<file path="src/hw/rtl/conservative_to_primitive_2d_macros.svh">
// ----------------------------------------------------------------------------
// Assertion macros for the conservative-to-primitive converter
// Shared concurrent check forms, clocked and disabled in reset.
// ----------------------------------------------------------------------------
`ifndef CONSERVATIVE_TO_PRIMITIVE_2D_MACROS_SVH
`define CONSERVATIVE_TO_PRIMITIVE_2D_MACROS_SVH

// antecedent implies consequent in the same cycle
`define CTP_ASSERT_IMPLIES(lbl, clk, rstn, ante, cons) \
    lbl: assert property (@(posedge clk) disable iff (!rstn) (ante) |-> (cons)) \
        else $error("implication check failed");

// condition holds at every edge out of reset
`define CTP_ASSERT_ALWAYS(lbl, clk, rstn, cond) \
    lbl: assert property (@(posedge clk) disable iff (!rstn) (cond)) \
        else $error("invariant check failed");

`endif

</file>
<file path="src/hw/rtl/ctp_pkg.sv">
// ----------------------------------------------------------------------------
// ctp_pkg
// Shared data type and saturation limits.
// ----------------------------------------------------------------------------
`timescale 1ns / 1ps

package ctp_pkg;

    localparam int DATA_W = 32;

    typedef logic signed [DATA_W-1:0] data_t;

    // magnitude limits for positive and negative results
    localparam logic [DATA_W-1:0] POS_LIM = 32'h7FFF_FFFF;
    localparam logic [DATA_W-1:0] NEG_LIM = 32'h8000_0000;

    // configuration register indexes
    localparam logic CFG_GAMMA_M1 = 1'b0;
    localparam logic CFG_INV_R    = 1'b1;

endpackage

</file>
<file path="src/hw/rtl/ctp_mulsat.sv">
// ----------------------------------------------------------------------------
// ctp_mulsat
// Sign-magnitude times unsigned gain, shifted down, saturated to 32 bits.
// ----------------------------------------------------------------------------
`timescale 1ns / 1ps

module ctp_mulsat import ctp_pkg::*; #(
    parameter int FRAC_BITS = 16,
    parameter int MAG_W     = 64,
    parameter int G_W       = 17,
    parameter int PAY_W     = 1
) (
    input  logic             aclk,
    input  logic             aresetn,
    input  logic             adv,
    input  logic             in_valid,
    input  logic [MAG_W-1:0] in_mag,
    input  logic             in_neg,
    input  logic [G_W-1:0]   in_g,
    input  logic [PAY_W-1:0] in_pay,
    output logic             out_valid,
    output data_t            out_val,
    output logic             out_sat,
    output logic [PAY_W-1:0] out_pay
);

    localparam int HI_W = MAG_W - DATA_W;
    localparam int AW   = HI_W + G_W;
    localparam int BW   = DATA_W + G_W;

    logic [AW-1:0]    a_reg, a_next;
    logic [BW-1:0]    b_reg, b_next;
    logic             neg_reg;
    logic [PAY_W-1:0] pay_a_reg;
    logic             vld_a_reg;

    data_t            val_reg, val_next;
    logic             sat_reg, sat_next;
    logic [PAY_W-1:0] pay_b_reg;
    logic             vld_b_reg;

    logic [63:0]       r;
    logic [63:0]       lim;
    logic              over;
    logic [DATA_W-1:0] mag;

    // split the magnitude into high and low words
    assign a_next = AW'(in_mag[MAG_W-1:DATA_W]) * AW'(in_g);
    assign b_next = BW'(in_mag[DATA_W-1:0]) * BW'(in_g);

    always_comb begin
        r        = (64'(a_reg) << (DATA_W - FRAC_BITS)) + (64'(b_reg) >> FRAC_BITS);
        lim      = neg_reg ? 64'(NEG_LIM) : 64'(POS_LIM);
        over     = (64'(a_reg) > 64'(POS_LIM)) || (r > lim);
        mag      = over ? lim[DATA_W-1:0] : r[DATA_W-1:0];
        val_next = neg_reg ? data_t'(-mag) : data_t'(mag);
        sat_next = over;
    end

    always_ff @(posedge aclk) begin
        if (!aresetn) begin
            vld_a_reg <= 1'b0;
            vld_b_reg <= 1'b0;
        end else if (adv) begin
            vld_a_reg <= in_valid;
            vld_b_reg <= vld_a_reg;
        end
    end

    always_ff @(posedge aclk) begin
        if (adv) begin
            a_reg     <= a_next;
            b_reg     <= b_next;
            neg_reg   <= in_neg;
            pay_a_reg <= in_pay;
            val_reg   <= val_next;
            sat_reg   <= sat_next;
            pay_b_reg <= pay_a_reg;
        end
    end

    assign out_valid = vld_b_reg;
    assign out_val   = val_reg;
    assign out_sat   = sat_reg;
    assign out_pay   = pay_b_reg;

endmodule
</file>
<file path="config.mk">
export PLATFORM = sky130hd
export DESIGN_NAME = ctp_mulsat
export DESIGN_NICKNAME = d
export VERILOG_FILES = /design/src/hw/rtl/conservative_to_primitive_2d_macros.svh /design/src/hw/rtl/ctp_pkg.sv /design/src/hw/rtl/ctp_mulsat.sv
export SDC_FILE = /design/constraint.sdc
export NUM_CORES = 2
export LEC_CHECK = 0
export ABC_AREA = 1
export BUFFER_PORTS_ARGS = -buffer_cell sky130_fd_sc_hd__buf_4
export CORE_MARGIN = 2
export CORE_UTILIZATION = 49
export CTS_CLUSTER_SIZE = 24
export DETAILED_ROUTE_END_ITERATION = 16
export PLACE_DENSITY = 0.78
export SLEW_MARGIN = 5
export SYNTH_ARGS = -nofsm -noshare
export SYNTH_HDL_FRONTEND = slang
export SYNTH_SLANG_ARGS = --single-unit
</file>
<file path="constraint.sdc">
create_clock -name aclk -period 7.2 [get_ports aclk]
set_clock_uncertainty 0.2 [all_clocks]
set_input_delay 0.72 -clock aclk [delete_from_list [all_inputs] [get_ports aclk]]
set_output_delay 0.72 -clock aclk [all_outputs]
set_load 0.03 [all_outputs]
</file>
==> implementation parameters <==
Parameter                              Value

Placement
  DPL Wire Length    94,100 um
  Placed Area    45,700 um2
  Count of buffers inserted at the top-level ports    121
  Routability cong.    0.953

Detailed routing
  DRC marker count from the first detailed-route iteration    2,564
  Average via count per standard cell    5.13
  DRC violation count after routing    0
  Routed Antenna Nets    0
  Vias after detailed routing    35.3k
  Pre-Repair DR Iteration Count    6
  DR WL/cell    16.4 um
  Total wire length    113,000 um

Clock tree
  Clock-pin slew on the worst setup and hold paths    70 ps
  CTS tree    built
  Number of setup buffers added after CTS    0
  CTS root buf    sky130_fd_sc_hd__clkbuf_16
  Maximum root-to-sink buffer count    2
  Clock net sink count    120
  Cts bufs inserted    17
  Cts-stage hold buffer count    0
  Post-cts sizing count    0
  H-tree Lvls    4
  Clock insertion delay at the later pin of the skew report    430 ps

Timing
  Final clock period utilization by the worst path    0.954
  Final count of pins violating max slew    0
  Max-slew headroom at the worst pin    0.422
  Final critical-path required period    6870 ps
  Final Hold Violating Endpoints    0
  Highest attainable clock frequency    146 MHz
  RSZ-0062 raised after global routing    false
  Setup Viol. Count Final    0
  Worst Max-Slew Pin Slew    867 ps

Final layout
  Post-route core utilization    0.527
  Fraction of layout instances using a drive strength above 1    0.0619
  Area of all placed cells without fillers    46,300 um2
  Antenna cell count    0
  Sequential cell area    3580 um2
  Multi-input logic area    32,300 um2
  Filler Cell Count    8,240
  Relative area change from synthesis to final layout    6.97%
  Largest register FFs    49
  Nets    6,968

Floorplanning
  Initial standard-cell utilization of the core    0.492
  Die footprint    90,800 um2
  Io pins    122
  Area inside the core boundary    88,000 um2
  Width of the die    301 um
  Number of placement rows    109
  Die height    301 um

Synthesis
  Syn avg cell area    7.63 um2
  Most common flop cell mapped by yosys    sky130_fd_sc_hd__edfxtp_1
  Part of the Yosys area used for sequential elements    0.0827
  Post-Synthesis Net Count    6,957
  Share of synthesized flip-flops with an asynchronous set or reset    0
  Yosys warning total    0
  Number of instances in the synthesized netlist    5,679
  Yosys reg bits    120
  Synth unique cells    57
  Top cells by area in the synthesized netlist    sky130_fd_sc_hd__fa_1 41%, sky130_fd_sc_hd__inv_1 15%, sky130_fd_sc_hd__nand2_1 13%, sky130_fd_sc_hd__ha_1 8.5%, sky130_fd_sc_hd__edfxtp_1 8.2%
  Biggest area consumer among synthesized cells    sky130_fd_sc_hd__fa_1
  Area share of the largest cell type after synthesis    0.415
  Count of flip-flops with a built-in enable after synthesis    118
  Post-synthesis instance area    43,300 um2

Critical path
  Kind of start point of the critical path    input port
  Reg2Reg Setup Slack    1210 ps
  Worst-case reg-to-reg path depth    28
  Worst flop-to-flop path startpoint    b_reg[32]$_DFFE_PP_
  Critical path capture point    b_reg[48]$_DFFE_PP_
  Worst setup path start    in_g[4]
  Largest fanout of any net on the critical path    19
  Data arrival time of the worst path    6840 ps
  RR Endpoint    out_val[24]$_DFFE_PP_
  Critical path's top delay family    adder cells
  Critical path depth    24
  Kind of critical path    in -> reg
  Data required time at the worst endpoint    7160 ps
  Crit. End Element    flop
  Total buffers and inverters traversed by the critical path    6
  CP max stage delay    560 ps
  Worst path most repeated cell    sky130_fd_sc_hd__fa_1
  Cell with the largest stage delay on the worst path    sky130_fd_sc_hd__fa_1
  Cell-by-cell trace of the critical path    buf_4 -> buf_4 -> nand2_1 -> fa_1 -> fa_1 -> fa_1 -> inv_1 -> fa_1 -> fa_1 -> inv_1 -> fa_1 -> inv_1 -> ha_1 -> a21oi_1 -> o21ai_0 -> nor2_1 -> o21ai_0 -> a21oi_1 -> inv_1 -> nand3_1 -> o311ai_0 -> a211oi_1 -> nor2_1 -> xor2_1

Flow run
  Number of max-cap violations    0

GRT
  Largest net degree at the start of global routing    70
  Initial antenna violation count    2
  Number of global-route vias before repair    37.7k
  Leftover overflow at the end of global routing    0
  Tot GR Track Use    0.259
  Global-route wire length before repair    189,000 um

Run status
  Result of the run    complete, no violations

Min path
  Class of the tightest hold or removal check    reg -> reg
cell families (layout without fill, tap and decap cells):
group                      count (synthesis)  in the layout  share of synthesized area
AOI/OAI and AO/OA                        315            315                     0.0409
xor gates and xnor gates                  99             99                     0.0200
adders and majority gates               1191           1191                      0.500
buffers and inverters                   1960           1984                      0.171
DFF                                      120            120                     0.0827
and+or+nand+nor                         1994           1994                      0.186
stage by stage:
step | cells | setup WS (ps) | TNS (ps) | hold WS (ps)
after floorplan | 5679 | 227 | 0 | 200
after global placement | 6836 | -11.1 | -11.1 | 206
after detailed placement | 6836 | -154 | -312 | 206
after CTS | 6868 | 290 | 0 | 219
after global routing | 6868 | 30.1 | 0 | 245
final | 6868 | 328 | 0 | 221
worst register-to-register path, delay by kind of cell (launching register included):
kind	cells	cell delay (ps)
AND/OR/NAND/NOR	19	2870
adder cells (fa/ha/maj)	4	1170
flip-flops	1	460
AO/OA/AOI/OAI	2	400
XOR/XNOR	1	380
buffers and inverters	2	260
how the worst min path moves through the flow:
stage | cells after the start | start | slack (ps) | endpoint
after detailed placement | 0 | pay_a_reg$_DFFE_PP_ | 210 | out_pay$_DFFE_PP_
after global routing | 0 | pay_a_reg$_DFFE_PP_ | 250 | out_pay$_DFFE_PP_
final | 0 | pay_a_reg$_DFFE_PP_ | 220 | out_pay$_DFFE_PP_
after CTS | 0 | pay_a_reg$_DFFE_PP_ | 220 | out_pay$_DFFE_PP_
after floorplan | 0 | pay_a_reg$_DFFE_PP_ | 200 | out_pay$_DFFE_PP_
after global placement | 0 | pay_a_reg$_DFFE_PP_ | 210 | out_pay$_DFFE_PP_
layout by cell type, fill, tap and decap left out, drive strengths merged, types with 4 or more instances in the layout:
cell / count
nor2: 211
a31oi: 22
nand2: 1566
inv: 1704
nand3: 145
nor3: 17
edfxtp: 118
clkinvlp: 4
buf: 254
xnor2: 36
a21oi: 156
nand3b: 12
o21ai: 83
or2: 5
fa: 897
ha: 294
clkbuf: 18
xor2: 63
o211ai: 13
nand4: 29
o21bai: 4
o2111ai: 4
o21a: 14
cell type report:
type,instances,area share
repair buffers,254,0.0432
well taps,1165,0.0315
flip-flops and latches,120,0.0774
clock buffers,18,0.00926
inverters,1698,0.138
clock inverters,14,0.00351
multi-input cells,3599,0.698
cell usage after synthesis, types with 3 or more instances:
| cell | count |
|---|---|
| sky130_fd_sc_hd__inv_1 | 1686 |
| sky130_fd_sc_hd__nand2_1 | 1554 |
| sky130_fd_sc_hd__fa_1 | 897 |
| sky130_fd_sc_hd__ha_1 | 294 |
| sky130_fd_sc_hd__clkbuf_1 | 212 |
| sky130_fd_sc_hd__nor2_1 | 191 |
| sky130_fd_sc_hd__a21oi_1 | 154 |
| sky130_fd_sc_hd__nand3_1 | 131 |
| sky130_fd_sc_hd__edfxtp_1 | 118 |
| sky130_fd_sc_hd__o21ai_0 | 73 |
| sky130_fd_sc_hd__xor2_1 | 63 |
| sky130_fd_sc_hd__buf_1 | 39 |
| sky130_fd_sc_hd__xnor2_1 | 36 |
| sky130_fd_sc_hd__nand4_1 | 29 |
| sky130_fd_sc_hd__a31oi_1 | 22 |
| sky130_fd_sc_hd__nor3_1 | 17 |
| sky130_fd_sc_hd__nor2_2 | 16 |
| sky130_fd_sc_hd__nand3_2 | 14 |
| sky130_fd_sc_hd__o21a_1 | 14 |
| sky130_fd_sc_hd__o211ai_1 | 13 |
| sky130_fd_sc_hd__nand3b_1 | 12 |
| sky130_fd_sc_hd__inv_2 | 11 |
| sky130_fd_sc_hd__nand2_2 | 10 |
| sky130_fd_sc_hd__o21ai_1 | 9 |
| sky130_fd_sc_hd__buf_2 | 4 |
| sky130_fd_sc_hd__nor2_4 | 4 |
| sky130_fd_sc_hd__o2111ai_1 | 4 |
| sky130_fd_sc_hd__o21bai_1 | 4 |
| sky130_fd_sc_hd__a21o_1 | 3 |
| sky130_fd_sc_hd__buf_4 | 3 |
| sky130_fd_sc_hd__buf_6 | 3 |
| sky130_fd_sc_hd__nor4_1 | 3 |
| sky130_fd_sc_hd__o31ai_1 | 3 |
metal layers:
| layer | part of all wire | global-route usage | vias up |
|---|---|---|---|
| met2 | 0.50 | 0.454 | 1375 |
| met1 | 0.39 | 0.328 | 17400 |
| li1 | - | - | 16211 |
| met4 | 0.034 | 0.0872 | 4 |
| met5 | 0.00020 | 0 | - |
| met3 | 0.072 | 0.0353 | 266 |
Power is not shown: default switching activity piles up to over one toggle a cycle in this logic, so the estimate is an artifact.
